## config.mk

```make
export PLATFORM = sky130hd
export DESIGN_NAME = circular_list_engine
export DESIGN_NICKNAME = d
export VERILOG_FILES = /design/src/sv/cle_pkg.sv /design/src/sv/circular_list_engine.sv /design/src/sv/cle_ram.sv /design/src/sv/cle_ctrl.sv /design/src/sv/cle_obuf.sv
export SDC_FILE = /design/constraint.sdc
export NUM_CORES = 1
export LEC_CHECK = 0
export ABC_AREA = 1
export ABC_CLOCK_PERIOD_IN_PS = 5400
export BUFFER_PORTS_ARGS = -buffer_cell sky130_fd_sc_hd__buf_2
export CORE_MARGIN = 2
export CORE_UTILIZATION = 45
export CTS_CLUSTER_DIAMETER = 50
export DETAILED_ROUTE_END_ITERATION = 10
export GPL_ROUTABILITY_DRIVEN = 1
export SETUP_SLACK_MARGIN = 0.5
export SLEW_MARGIN = 20
export SYNTH_ARGS = -nofsm -noshare
export SYNTH_HDL_FRONTEND = slang
export SYNTH_SLANG_ARGS = --single-unit
```

## constraint.sdc

```tcl
create_clock -name clk_i -period 5.4 [get_ports clk_i]
set_input_delay 0.27 -clock clk_i [delete_from_list [all_inputs] [get_ports clk_i]]
set_output_delay 0.27 -clock clk_i [all_outputs]
set_load 0.02 [all_outputs]
```

## src/sv/cle_pkg.sv

```systemverilog
// Package with the shared types, codes and field widths of the circular list engine.
`default_nettype none

package cle_pkg;

  localparam int unsigned CAPACITY_DEF   = 16;
  localparam int unsigned DATA_WIDTH_DEF = 32;

  localparam int unsigned VALUE_W     = 32;
  localparam int unsigned REQ_W       = 2;
  localparam int unsigned POS_OUT_W   = 4;
  localparam int unsigned CNT_OUT_W   = 5;
  localparam int unsigned RES_W       = 1 + POS_OUT_W + CNT_OUT_W + 1;
  localparam int unsigned OUT_TDATA_W = 16;
  localparam int unsigned PAD_W       = OUT_TDATA_W - RES_W;

  typedef enum logic [REQ_W-1:0] {
    REQ_INS_FRONT = 2'd0,
    REQ_INS_BACK  = 2'd1,
    REQ_REMOVE    = 2'd2,
    REQ_SEARCH    = 2'd3
  } req_e;

  typedef struct packed {
    logic                 overflow;
    logic [CNT_OUT_W-1:0] entry_count;
    logic [POS_OUT_W-1:0] match_position;
    logic                 found;
  } result_t;

endpackage

`default_nettype wire

```

## src/sv/circular_list_engine.sv

```systemverilog
// An insert writes its entry at the input transfer and then presents its result; a search
// or a remove is bounded by the single read port of the entry memory, which is scanned
// and then, for a remove, shifted one entry per cycle.
// One request at a time: the next transfer is taken once the result has moved to the
// output register.
// Reset clears the list to empty; entry memory contents are not cleared and need not be.
`default_nettype none

module circular_list_engine #(
  parameter int unsigned CAPACITY   = cle_pkg::CAPACITY_DEF,
  parameter int unsigned DATA_WIDTH = cle_pkg::DATA_WIDTH_DEF
) (
  input  wire logic                              clk_i,
  input  wire logic                              rst_ni,
  input  wire logic                              s_axis_tvalid,
  output logic                                   s_axis_tready,
  input  wire logic [cle_pkg::VALUE_W-1:0]       s_axis_tdata,  // [31:0] value
  input  wire logic [cle_pkg::REQ_W-1:0]         s_axis_tuser,  // [1:0] req_type
  output logic                                   m_axis_tvalid,
  input  wire logic                              m_axis_tready,
  // [0] found, [4:1] match_position, [9:5] entry_count, [10] overflow, [15:11] zero
  output logic [cle_pkg::OUT_TDATA_W-1:0]        m_axis_tdata
);

  import cle_pkg::*;

  localparam int unsigned AW = $clog2(CAPACITY);

  logic                  ram_we;
  logic [AW-1:0]         ram_waddr;
  logic [DATA_WIDTH-1:0] ram_wdata;
  logic                  ram_re;
  logic [AW-1:0]         ram_raddr;
  logic [DATA_WIDTH-1:0] ram_rdata;
  logic                  res_valid;
  logic                  res_ready;
  result_t               res;

  cle_ctrl #(
    .CAPACITY  (CAPACITY),
    .DATA_WIDTH(DATA_WIDTH)
  ) u_ctrl (
    .clk_i      (clk_i),
    .rst_ni     (rst_ni),
    .in_valid_i (s_axis_tvalid),
    .in_ready_o (s_axis_tready),
    .in_req_i   (req_e'(s_axis_tuser)),
    .in_value_i (s_axis_tdata),
    .ram_we_o   (ram_we),
    .ram_waddr_o(ram_waddr),
    .ram_wdata_o(ram_wdata),
    .ram_re_o   (ram_re),
    .ram_raddr_o(ram_raddr),
    .ram_rdata_i(ram_rdata),
    .res_valid_o(res_valid),
    .res_ready_i(res_ready),
    .res_o      (res)
  );

  cle_ram #(
    .DEPTH(CAPACITY),
    .WIDTH(DATA_WIDTH)
  ) u_ram (
    .clk_i  (clk_i),
    .we_i   (ram_we),
    .waddr_i(ram_waddr),
    .wdata_i(ram_wdata),
    .re_i   (ram_re),
    .raddr_i(ram_raddr),
    .rdata_o(ram_rdata)
  );

  cle_obuf u_obuf (
    .clk_i      (clk_i),
    .rst_ni     (rst_ni),
    .res_valid_i(res_valid),
    .res_ready_o(res_ready),
    .res_i      (res),
    .out_valid_o(m_axis_tvalid),
    .out_ready_i(m_axis_tready),
    .out_data_o (m_axis_tdata)
  );

endmodule

`default_nettype wire

```

## src/sv/cle_ram.sv

```systemverilog
// Single-port-write, single-port-read synchronous memory holding the list entries.
`default_nettype none

module cle_ram #(
  parameter int unsigned DEPTH = 16,
  parameter int unsigned WIDTH = 32
) (
  input  wire logic                     clk_i,
  input  wire logic                     we_i,
  input  wire logic [$clog2(DEPTH)-1:0] waddr_i,
  input  wire logic [WIDTH-1:0]         wdata_i,
  input  wire logic                     re_i,
  input  wire logic [$clog2(DEPTH)-1:0] raddr_i,
  output logic      [WIDTH-1:0]         rdata_o
);

  logic [WIDTH-1:0] mem [DEPTH];

  always_ff @(posedge clk_i) begin
    if (we_i) begin
      mem[waddr_i] <= wdata_i;
    end
  end

  always_ff @(posedge clk_i) begin
    if (re_i) begin
      rdata_o <= mem[raddr_i];
    end
  end

endmodule

`default_nettype wire

```

## src/sv/cle_ctrl.sv

```systemverilog
// Request sequencer: ring pointers, scan and shift passes over the entry memory.
`default_nettype none

module cle_ctrl #(
  parameter int unsigned CAPACITY   = cle_pkg::CAPACITY_DEF,
  parameter int unsigned DATA_WIDTH = cle_pkg::DATA_WIDTH_DEF
) (
  input  wire logic                          clk_i,
  input  wire logic                          rst_ni,
  input  wire logic                          in_valid_i,
  output logic                               in_ready_o,
  input  wire cle_pkg::req_e                 in_req_i,
  input  wire logic [cle_pkg::VALUE_W-1:0]   in_value_i,
  output logic                               ram_we_o,
  output logic [$clog2(CAPACITY)-1:0]        ram_waddr_o,
  output logic [DATA_WIDTH-1:0]              ram_wdata_o,
  output logic                               ram_re_o,
  output logic [$clog2(CAPACITY)-1:0]        ram_raddr_o,
  input  wire logic [DATA_WIDTH-1:0]         ram_rdata_i,
  output logic                               res_valid_o,
  input  wire logic                          res_ready_i,
  output cle_pkg::result_t                   res_o
);

  import cle_pkg::*;

  localparam int unsigned PW = $clog2(CAPACITY);
  localparam int unsigned CW = $clog2(CAPACITY + 1);
  localparam int unsigned SW = PW + 1;

  typedef enum logic [1:0] {
    ST_IDLE,
    ST_SCAN,
    ST_SHIFT,
    ST_DONE
  } state_e;

  state_e                state_q, state_d;
  logic [PW-1:0]         front_q, front_d;
  logic [CW-1:0]         count_q, count_d;
  req_e                  req_q, req_d;
  logic [DATA_WIDTH-1:0] val_q, val_d;
  logic [CW-1:0]         rd_pos_q, rd_pos_d;
  logic                  cmp_vld_q, cmp_vld_d;
  logic [PW-1:0]         cmp_pos_q, cmp_pos_d;
  logic                  found_q, found_d;
  logic [PW-1:0]         pos_q, pos_d;
  logic                  ovf_q, ovf_d;
  logic                  hit;
  logic                  accept;

  // Ring slot of a list position counted from the front.
  function automatic logic [PW-1:0] slot_of(input logic [PW-1:0] front,
                                            input logic [CW-1:0] pos);
    logic [SW-1:0] sum;
    sum = SW'(front) + SW'(pos);
    if (sum >= SW'(CAPACITY)) begin
      sum = sum - SW'(CAPACITY);
    end
    return sum[PW-1:0];
  endfunction

  assign in_ready_o = (state_q == ST_IDLE);
  assign accept     = in_valid_i && in_ready_o;
  assign hit        = cmp_vld_q && (ram_rdata_i == val_q);

  assign res_o.found          = found_q;
  assign res_o.match_position = POS_OUT_W'(pos_q);
  assign res_o.entry_count    = CNT_OUT_W'(count_q);
  assign res_o.overflow       = ovf_q;

  always_comb begin
    state_d     = state_q;
    front_d     = front_q;
    count_d     = count_q;
    req_d       = req_q;
    val_d       = val_q;
    rd_pos_d    = rd_pos_q;
    cmp_vld_d   = cmp_vld_q;
    cmp_pos_d   = cmp_pos_q;
    found_d     = found_q;
    pos_d       = pos_q;
    ovf_d       = ovf_q;
    ram_we_o    = 1'b0;
    ram_waddr_o = '0;
    ram_wdata_o = val_q;
    ram_re_o    = 1'b0;
    ram_raddr_o = '0;
    res_valid_o = 1'b0;

    unique case (state_q)
      ST_IDLE: begin
        if (in_valid_i) begin
          req_d     = in_req_i;
          val_d     = DATA_WIDTH'(in_value_i);
          found_d   = 1'b0;
          pos_d     = '0;
          ovf_d     = 1'b0;
          rd_pos_d  = '0;
          cmp_vld_d = 1'b0;
          unique case (in_req_i)
            REQ_INS_FRONT, REQ_INS_BACK: begin
              state_d = ST_DONE;
              if (count_q == CW'(CAPACITY)) begin
                ovf_d = 1'b1;
              end else begin
                ram_we_o    = 1'b1;
                ram_wdata_o = DATA_WIDTH'(in_value_i);
                count_d     = count_q + 1'b1;
                if (in_req_i == REQ_INS_FRONT) begin
                  front_d     = (front_q == '0) ? PW'(CAPACITY - 1) : front_q - 1'b1;
                  ram_waddr_o = front_d;
                end else begin
                  ram_waddr_o = slot_of(front_q, count_q);
                end
              end
            end
            REQ_REMOVE, REQ_SEARCH: begin
              state_d = ST_SCAN;
            end
            default: begin
              state_d = ST_IDLE;
            end
          endcase
        end
      end

      // One read issued per cycle; the compare works on the word read the cycle before.
      ST_SCAN: begin
        priority if (hit) begin
          found_d   = 1'b1;
          pos_d     = cmp_pos_q;
          cmp_vld_d = 1'b0;
          if (req_q == REQ_REMOVE) begin
            rd_pos_d = CW'(cmp_pos_q) + 1'b1;
            state_d  = ST_SHIFT;
          end else begin
            state_d = ST_DONE;
          end
        end else if (rd_pos_q < count_q) begin
          ram_re_o    = 1'b1;
          ram_raddr_o = slot_of(front_q, rd_pos_q);
          cmp_vld_d   = 1'b1;
          cmp_pos_d   = PW'(rd_pos_q);
          rd_pos_d    = rd_pos_q + 1'b1;
        end else if (cmp_vld_q) begin
          cmp_vld_d = 1'b0;
        end else begin
          state_d = ST_DONE;
        end
      end

      // Entry i+1 is read while entry i is written back one slot lower. A slot is
      // never read after it has been overwritten, so no forwarding is needed.
      ST_SHIFT: begin
        if (cmp_vld_q) begin
          ram_we_o    = 1'b1;
          ram_waddr_o = slot_of(front_q, CW'(cmp_pos_q));
          ram_wdata_o = ram_rdata_i;
        end
        if (rd_pos_q < count_q) begin
          ram_re_o    = 1'b1;
          ram_raddr_o = slot_of(front_q, rd_pos_q);
          cmp_vld_d   = 1'b1;
          cmp_pos_d   = PW'(rd_pos_q - 1'b1);
          rd_pos_d    = rd_pos_q + 1'b1;
        end else begin
          cmp_vld_d = 1'b0;
          if (!cmp_vld_q) begin
            count_d = count_q - 1'b1;
            state_d = ST_DONE;
          end
        end
      end

      ST_DONE: begin
        if (res_ready_i) begin
          res_valid_o = 1'b1;
          state_d     = ST_IDLE;
        end
      end

      default: begin
        state_d = ST_IDLE;
      end
    endcase
  end

  always_ff @(posedge clk_i or negedge rst_ni) begin
    if (!rst_ni) begin
      state_q   <= ST_IDLE;
      front_q   <= '0;
      count_q   <= '0;
      req_q     <= REQ_SEARCH;
      val_q     <= '0;
      rd_pos_q  <= '0;
      cmp_vld_q <= 1'b0;
      cmp_pos_q <= '0;
      found_q   <= 1'b0;
      pos_q     <= '0;
      ovf_q     <= 1'b0;
    end else begin
      state_q   <= state_d;
      front_q   <= front_d;
      count_q   <= count_d;
      req_q     <= req_d;
      val_q     <= val_d;
      rd_pos_q  <= rd_pos_d;
      cmp_vld_q <= cmp_vld_d;
      cmp_pos_q <= cmp_pos_d;
      found_q   <= found_d;
      pos_q     <= pos_d;
      ovf_q     <= ovf_d;
    end
  end

  a_no_same_slot_rw: assert property (@(posedge clk_i) disable iff (!rst_ni)
    ram_we_o && ram_re_o |-> ram_waddr_o != ram_raddr_o)
    else $error("read and write of the same slot in one cycle");

  a_count_step: assert property (@(posedge clk_i) disable iff (!rst_ni)
    count_q != $past(count_q) |->
      (count_q == $past(count_q) + 1'b1) || (count_q == $past(count_q) - 1'b1))
    else $error("entry count moved by more than one");

  a_front_moves_on_front_insert: assert property (@(posedge clk_i) disable iff (!rst_ni)
    front_q != $past(front_q) |-> $past(accept && in_req_i == REQ_INS_FRONT))
    else $error("front index moved without a front insert");

endmodule

`default_nettype wire

```

## src/sv/cle_obuf.sv

```systemverilog
// Output register that holds one result until the downstream transfer completes.
`default_nettype none

module cle_obuf (
  input  wire logic                              clk_i,
  input  wire logic                              rst_ni,
  input  wire logic                              res_valid_i,
  output logic                                   res_ready_o,
  input  wire cle_pkg::result_t                  res_i,
  output logic                                   out_valid_o,
  input  wire logic                              out_ready_i,
  output logic [cle_pkg::OUT_TDATA_W-1:0]        out_data_o
);

  import cle_pkg::*;

  logic                   valid_q;
  logic [OUT_TDATA_W-1:0] data_q;

  assign res_ready_o = !valid_q || out_ready_i;
  assign out_valid_o = valid_q;
  assign out_data_o  = data_q;

  always_ff @(posedge clk_i or negedge rst_ni) begin
    if (!rst_ni) begin
      valid_q <= 1'b0;
    end else if (res_valid_i) begin
      valid_q <= 1'b1;
    end else if (out_ready_i) begin
      valid_q <= 1'b0;
    end
  end

  always_ff @(posedge clk_i) begin
    if (res_valid_i) begin
      data_q <= {{PAD_W{1'b0}}, res_i.overflow, res_i.entry_count,
                 res_i.match_position, res_i.found};
    end
  end

endmodule

`default_nettype wire

```

==> results of run 1 <==
[power groups by stage]
stage               logic (mW)  clock network (mW)  registers, mW
global placement          8.45                   0           7.51
CTS                       8.63                4.71           7.44
finish                    8.73                4.65           7.45
floorplan                 5.64                   0           7.42
detailed placement        8.60                   0           7.53
global route              9.59                4.90           7.51
[placed cells by master, fill, tap and decap left out, types with 50 or more instances in the layout]
cell type                     n
sky130_fd_sc_hd__o21ai_0    138
sky130_fd_sc_hd__dfrtp_1     60
sky130_fd_sc_hd__clkbuf_16   74
sky130_fd_sc_hd__buf_2       50
sky130_fd_sc_hd__edfxtp_1   555
sky130_fd_sc_hd__nand3_1    465
sky130_fd_sc_hd__buf_4       73
sky130_fd_sc_hd__nand2_1    457
sky130_fd_sc_hd__inv_1      640
sky130_fd_sc_hd__nand4_1    261
[worst max path at each step]
stage	slack (ns)	endpoint	startpoint	cells past startpoint
global placement	1.51	u_ram.rdata_o[21]	u_ctrl.count_q[1]	13
floorplan	0.72	u_ram.mem[0][0]	u_ctrl.state_q[0]	12
global route	1.12	u_ram.rdata_o[21]	u_ctrl.count_q[1]	13
detailed placement	1.45	u_ram.rdata_o[21]	u_ctrl.count_q[1]	13
finish	1.38	u_ram.rdata_o[21]	u_ctrl.count_q[1]	13
CTS	1.46	u_ram.rdata_o[21]	u_ctrl.count_q[1]	13
[cells by family (layout without fill, tap and decap cells)]
family / Yosys count / after routing / synth area share
simple gates: 1260 / 1260 / 0.205
compound gates: 220 / 220 / 0.0400
mux: 1 / 1 / 0.000385
flops: 617 / 617 / 0.623
xor+xnor: 22 / 22 / 0.00659
buf+inv: 835 / 937 / 0.112
fa+ha+maj: 28 / 28 / 0.0130
other cells: 1 / 5 / 0.000128
[registers in the layout, summed over array words and instances (netlist names), 4 cells and up]
name and count:
u_ctrl.cmp_pos_q 4, u_ctrl.val_q 32, u_ram.rdata_o 32, u_ctrl.count_q 5, u_ram.mem 512, u_obuf.out_data_o 11, u_ctrl.rd_pos_q 5, u_ctrl.pos_q 4
u_ctrl.front_q 4
[through the flow]
stage	hold WS [ns]	utilization	cell area [µm²]	setup slack [ns]	power [mW]
6_report	0.0332	0.516	33200	1.38	20.8
5_1_grt	0.0556	0.516	33200	1.12	22.0
4_1_cts	0.00648	0.516	33200	1.46	20.8
3_5_place_dp	0.443	0.476	30600	1.45	16.1
3_3_place_gp	0.448	0.476	30600	1.51	16.0
2_1_floorplan	-0.0256	-	29300	0.723	13.1
[critical path, cell delays in order (launching register included)]
cell	delay, ns
sky130_fd_sc_hd__dfrtp_1	0.48
sky130_fd_sc_hd__inv_1	0.12
sky130_fd_sc_hd__ha_1	0.21
sky130_fd_sc_hd__a21oi_1	0.15
sky130_fd_sc_hd__nand3b_1	0.15
sky130_fd_sc_hd__nand3_2	0.17
sky130_fd_sc_hd__nor2_4	0.19
sky130_fd_sc_hd__buf_12	0.57
sky130_fd_sc_hd__buf_4	0.70
sky130_fd_sc_hd__nand4_1	0.16
sky130_fd_sc_hd__nand3_1	0.14
sky130_fd_sc_hd__nand3_1	0.13
sky130_fd_sc_hd__nand3_1	0.09
sky130_fd_sc_hd__nand2_1	0.17
[synth_stat cells, types with 4 or more instances]
master	count
sky130_fd_sc_hd__o22ai_1	6
sky130_fd_sc_hd__buf_4	10
sky130_fd_sc_hd__buf_2	81
sky130_fd_sc_hd__nor2_1	66
sky130_fd_sc_hd__o21ai_1	10
sky130_fd_sc_hd__ha_1	24
sky130_fd_sc_hd__inv_1	640
sky130_fd_sc_hd__inv_2	5
sky130_fd_sc_hd__fa_1	4
sky130_fd_sc_hd__nand3_2	4
sky130_fd_sc_hd__xor2_1	12
sky130_fd_sc_hd__dfrtp_1	60
sky130_fd_sc_hd__nand2_1	458
sky130_fd_sc_hd__a21oi_1	44
sky130_fd_sc_hd__nand4_1	261
sky130_fd_sc_hd__nand3_1	465
sky130_fd_sc_hd__o21ai_0	140
sky130_fd_sc_hd__clkbuf_1	73
sky130_fd_sc_hd__edfxtp_1	555
sky130_fd_sc_hd__buf_1	26
sky130_fd_sc_hd__xnor2_1	10
[area by class of cell]
type / count / area [µm²] / share of cell area
clock inverter: 38 / 309 / 0.00930
multi-input combinational: 1536 / 7950 / 0.239
tap: 855 / 1070 / 0.0322
clock buffer: 88 / 1930 / 0.0582
inverter: 645 / 2430 / 0.0730
timing repair buffer: 166 / 1320 / 0.0397
sequential: 617 / 18200 / 0.548
[routing by layer]
metal,GRT usage,vias to the layer above,share of wire
li1,-,10100,-
met1,0.336,10500,0.42
met2,0.392,1034,0.46
met3,0.0346,135,0.087
met4,0.0867,0,0.026
met5,0,-,0
==> impl_metrics.csv, run 1 <==
group,metric,value,unit
run_status,run_status,"completed",
timing,final_period_minus_worst_setup_slack,4.02,ns
pwr,relative_contribution_of_combinational_cells_to_total_power,0.419,
critical_path,critical_path.reg2reg.startpoint,"u_ctrl.count_q[1]",
clocking,postCtsSetupRepairBufs,0,
yosys,yosysUniqueCellTypes,41,
yosys,synthesis.yosys.warnings,0,
global_routing,grt_overflow,0,
pwr,p_leak,14.5,nW
hold_path,worstHoldStart,"s_axis_tdata[10]",
critical_path,r2r-end,"u_ram.rdata_o[21]",
finish,layout.filler_cells,5687,
clocking,cts_resized,0,
yosys,yosys-top-cells-area,"sky130_fd_sc_hd__edfxtp_1 (57%), sky130_fd_sc_hd__inv_1 (8.2%), sky130_fd_sc_hd__nand3_1 (8.0%)",
global_routing,grt_start_max_net_pins,196,
pwr,power.switching_fraction,0.422,
placed_design,post-place-cells,3785,
critical_path,reg2regPathDepth,13,
timing,slew_headroom,0.236,
global_routing,grt_usage,0.243,
pwr,vdd_drop_max,0.990,mV
yosys,ys_ff_latch,617,
clocking,cts_inserted_buffers,70,
timing,finalCritPeriodShare,0.744,
finish,area_growth_syn_to_layout,13.6,%
critical_path,cp_max_fo,195,
critical_path,rrSetupSlack,1.38,ns
timing,fmax,249,MHz
route,routed_wl,81.5,mm
timing,tightestPinTransition,1.14,ns
floorplanning,core_region_area,64300,µm²
route,detail_route.first_pass.iterations,7,
hold_path,worst_hold_path_class,"input port to flip-flop",
placed_design,io_buffers,50,
floorplanning,fp.dieArea,67100,µm²
critical_path,cp.required,5.72,ns
floorplanning,die_w,259,µm
route,dr_total_vias,21800,
critical_path,startpoint_type,"flip-flop",
yosys,asyncSetResetFlopFracSynth,0.100,
route,avgRoutedWirePerCell,20.7,µm
global_routing,grt_first_pass_wirelength,124,mm
route,route.detailed.vias_per_inst,5.52,
clocking,ctsRootBufferMaster,"sky130_fd_sc_hd__clkbuf_16",
critical_path,crit_path_end_kind,"flip-flop",
clocking,cts_tree,"yes",
route,drt_drc_violations_left,0,
timing,report.final.slew_viol_count,0,
floorplanning,placement_rows,93,
timing,accumulated_negative_setup_slack,0,ns
finish,post_layout_nonfiller_instances,3945,
yosys,syn-instance-count,2984,
yosys,synthDominantCellAreaShare,0.570,
yosys,synth_edf_count,555,
clocking,clock_sink_count,617,
yosys,yosysSeqAreaShare,0.623,
finish,antennaDiodeCount,0,
floorplanning,initial_utilization,0.455,
timing,grt_setup_unrepaired,"no",
clocking,cts-hold-fix-buffers,34,
pwr,power_frac_seq,0.358,
placed_design,gpl.final_weighted_congestion,0.859,
global_routing,grt_pass1_vias,20700,
floorplanning,design.portCount,56,
finish,final_layout_size_suffix_gt1_frac,0.0877,
yosys,post_synth_instance_area,29300,µm²
pwr,power-per-cell-area,627,nW/µm²
timing,finalHoldViolations,0,
critical_path,worst-setup-path-type,"flip-flop to flip-flop",
finish,nNetsFinal,3102,
clocking,cts_htree_levels,3,
route,detail_route.iter0.violations,2549,
pwr,p_int,12.0,mW
pwr,power.net_switching,8.80,mW
timing,setup_violations,0,
flow_run,cap_viol_max_count,0,
timing,finalClockSkew,0.0208,ns
floorplanning,die_extent_in_y,259,µm
clocking,ctsLongestPathBuffers,3,
clocking,cts.reportedPaths.clkPinSlew,0.06,ns
clocking,worstSkewPairLatency,0.61,ns
placed_design,place_hpwl,44.5,mm
global_routing,number_of_antenna_violations_at_the_first_check_in_global_routing,1,
yosys,yosys.area.top_type,"sky130_fd_sc_hd__edfxtp_1",
yosys,synth-main-ff-cell,"sky130_fd_sc_hd__edfxtp_1",
hold_path,timing.hold.worst_path_depth,3,
yosys,synth_area_per_cell,9.80,µm²
pwr,clkPwrFrac,0.223,
route,route.antenna.remaining_nets,0,
critical_path,worstPathArrival,4.34,ns
hold_path,min_delay_worst_endpoint,"u_ctrl.val_q[10]",
(Power assumes the default switching activity.)
==> inputs of run 2 (changes only) <==
Settings changed: ABC_CLOCK_PERIOD_IN_PS 5400 to 3700.
Clock period 5.4 ns to 3.7 ns, I/O delays scaled along.
==> impl_metrics.csv, run 2 (synthesis gave the netlist of run 1 again) <==
group,metric,value,unit
pwr,power-per-cell-area,928,nW/µm²
critical_path,startpoint_type,"flip-flop",
route,avgRoutedWirePerCell,21.2,µm
global_routing,grt_pass1_vias,21000,
route,route.antenna.remaining_nets,0,
floorplanning,die_extent_in_y,259,µm
placed_design,io_buffers,50,
clocking,ctsLongestPathBuffers,3,
floorplanning,placement_rows,93,
finish,post_layout_nonfiller_instances,4004,
finish,biggestRegsByFlops,"u_ram.mem (512), u_ctrl.val_q (32), u_ram.rdata_o (32)",
pwr,p_leak,14.9,nW
finish,antennaDiodeCount,0,
timing,fmax,322,MHz
global_routing,grt_start_max_net_pins,165,
run_status,run_status,"completed",
global_routing,grt_first_pass_wirelength,128,mm
timing,setup_violations,0,
timing,accumulated_negative_setup_slack,0,ns
route,routed_wl,85.0,mm
pwr,vdd_drop_max,0.650,mV
critical_path,worst-setup-path-type,"flip-flop to flip-flop",
finish,final_layout_size_suffix_gt1_frac,0.106,
route,drt_drc_violations_left,0,
timing,grt_setup_unrepaired,"no",
route,route.detailed.vias_per_inst,5.54,
finish,layout.filler_cells,5649,
timing,slew_headroom,0.273,
critical_path,worstPathArrival,3.45,ns
clocking,ctsRootBufferMaster,"sky130_fd_sc_hd__clkbuf_16",
timing,finalCritPeriodShare,0.838,
finish,registers.top_by_ff_count,"u_ram.mem",
finish,area_growth_syn_to_layout,16.9,%
timing,fin_worst_hold_slack,0.312,ns
timing,finalClockSkew,0.0283,ns
global_routing,number_of_antenna_violations_at_the_first_check_in_global_routing,0,
flow_run,cap_viol_max_count,0,
route,dr_total_vias,22200,
floorplanning,core_region_area,64300,µm²
floorplanning,fp.dieArea,67100,µm²
clocking,worstSkewPairLatency,0.62,ns
pwr,power.total,31.7,mW
placed_design,place_hpwl,46.8,mm
timing,timing.final.ws_setup,0.598,ns
finish,nNetsFinal,3160,
timing,report.final.slew_viol_count,0,
placed_design,gpl.final_weighted_congestion,0.856,
timing,tightestPinTransition,1.09,ns
critical_path,cp.required,4.04,ns
route,detail_route.iter0.violations,2634,
placed_design,post-place-cells,3816,
critical_path,cp_max_fo,36,
clocking,cts_htree_levels,3,
finish,final_cell_mix,"sky130_fd_sc_hd__inv_1 (639), sky130_fd_sc_hd__edfxtp_1 (555), sky130_fd_sc_hd__nand3_1 (464)",
critical_path,critical_path.reg2reg.startpoint,"u_ctrl.state_q[0]",
timing,final_period_minus_worst_setup_slack,3.10,ns
global_routing,grt_overflow,0,
floorplanning,initial_utilization,0.455,
clocking,cts.reportedPaths.clkPinSlew,0.06,ns
floorplanning,die_w,259,µm
clocking,cts_inserted_buffers,74,
floorplanning,design.portCount,56,
route,detail_route.first_pass.iterations,5,
finish,max_ffs_per_register,512,
timing,finalHoldViolations,0,
finish,layout_commonest_cell,"sky130_fd_sc_hd__inv_1",
global_routing,grt_usage,0.250,
critical_path,crit_path_end_kind,"flip-flop",
placed_design,worst_setup_slack_after_placement,0.351,ns
critical_path,crit_start,"u_ctrl.state_q[0]",
hold_path,worst_hold_path_class,"input port to asynchronous set/reset pin",
clocking,cts_tree,"yes",
clocking,clock_sink_count,617,
-- run 2: cell types whose count changed in the layout (fill, tap and decap cells not counted), sizes merged --
| cell | change |
|---|---|
| bufinv | +3 |
| clkinvlp | +3 |
| dlygate4sd3 | +3 |
| inv | -4 |
| buf | +48 |
| clkbuf | +6 |
-- run 2: timing repair --
action | CTS | global route
gates cloned | 0 | 4
endpoints found under the hold margin | 98 | 0
endpoints found under the setup margin | 8 | 374
pin swaps | 1 | 6
hold buffers | 37 | 0
resized for setup | 1 | 22
setup buffers | 4 | 12
-- run 2: through the flow --
step / area (µm²) / utilization
after floorplan: 29300 / -
after global placement: 31100 / 0.484
after detailed placement: 31100 / 0.484
after CTS: 33900 / 0.527
after global routing: 34200 / 0.531
final: 34200 / 0.531
-- run 2: worst max-delay path, cell delays in order, from the launching register on --
cell and delay (ns):
sky130_fd_sc_hd__dfrtp_1 0.42, sky130_fd_sc_hd__inv_1 0.10, sky130_fd_sc_hd__ha_1 0.23, sky130_fd_sc_hd__buf_4 0.19
sky130_fd_sc_hd__inv_2 0.06, sky130_fd_sc_hd__buf_4 0.28, sky130_fd_sc_hd__a21oi_1 0.47, sky130_fd_sc_hd__inv_1 0.11
sky130_fd_sc_hd__buf_4 0.28, sky130_fd_sc_hd__o22ai_1 0.14, sky130_fd_sc_hd__o21ai_0 0.25, sky130_fd_sc_hd__buf_4 0.28
-- run 2: area by class of cell --
| class | instances | area, µm² | share of cell area |
|---|---|---|---|
| flip-flops and latches | 617 | 18200 | 0.533 |
| multi-input cells | 1536 | 7960 | 0.233 |
| inverters | 645 | 2430 | 0.0710 |
| repair buffers | 220 | 2120 | 0.0620 |
| clock buffers | 91 | 2000 | 0.0585 |
| well taps | 855 | 1070 | 0.0313 |
| clock inverters | 40 | 385 | 0.0113 |
-- run 2: path summary, 6_finish.rpt --
check / slack, ns / end / depth (start not counted)
worst min-delay path: 0.31 / u_ctrl.count_q[2] / 3
worst max register to register: 0.60 / u_ram.mem[15][16] / 11
worst min register to register: 0.45 / u_obuf.out_data_o[0] / 0
worst max-delay path: 0.60 / u_ram.mem[15][16] / 11
max in group asynchronous: 2.74 / u_ctrl.cmp_pos_q[3] / 3
min in group clk_i: 0.35 / u_obuf.out_valid_o / 3
-- run 2: power breakdown --
group | switching, mW | total (mW) | internal (mW)
logic | 9.68 | 13.7 | 4.04
registers | 0.630 | 10.8 | 10.2
clock network | 2.90 | 7.17 | 4.27
-- run 2: metal layers --
layer  wire [µm]  vias to the layer above  part of all wire  global-route usage
met4        2560                        0             0.030              0.0883
met1       35900                    10700              0.42               0.353
met5           0                        -                 0                   0
li1            -                    10300                 -                   -
met3        7380                      161             0.087              0.0377
met2       39100                     1072              0.46               0.393
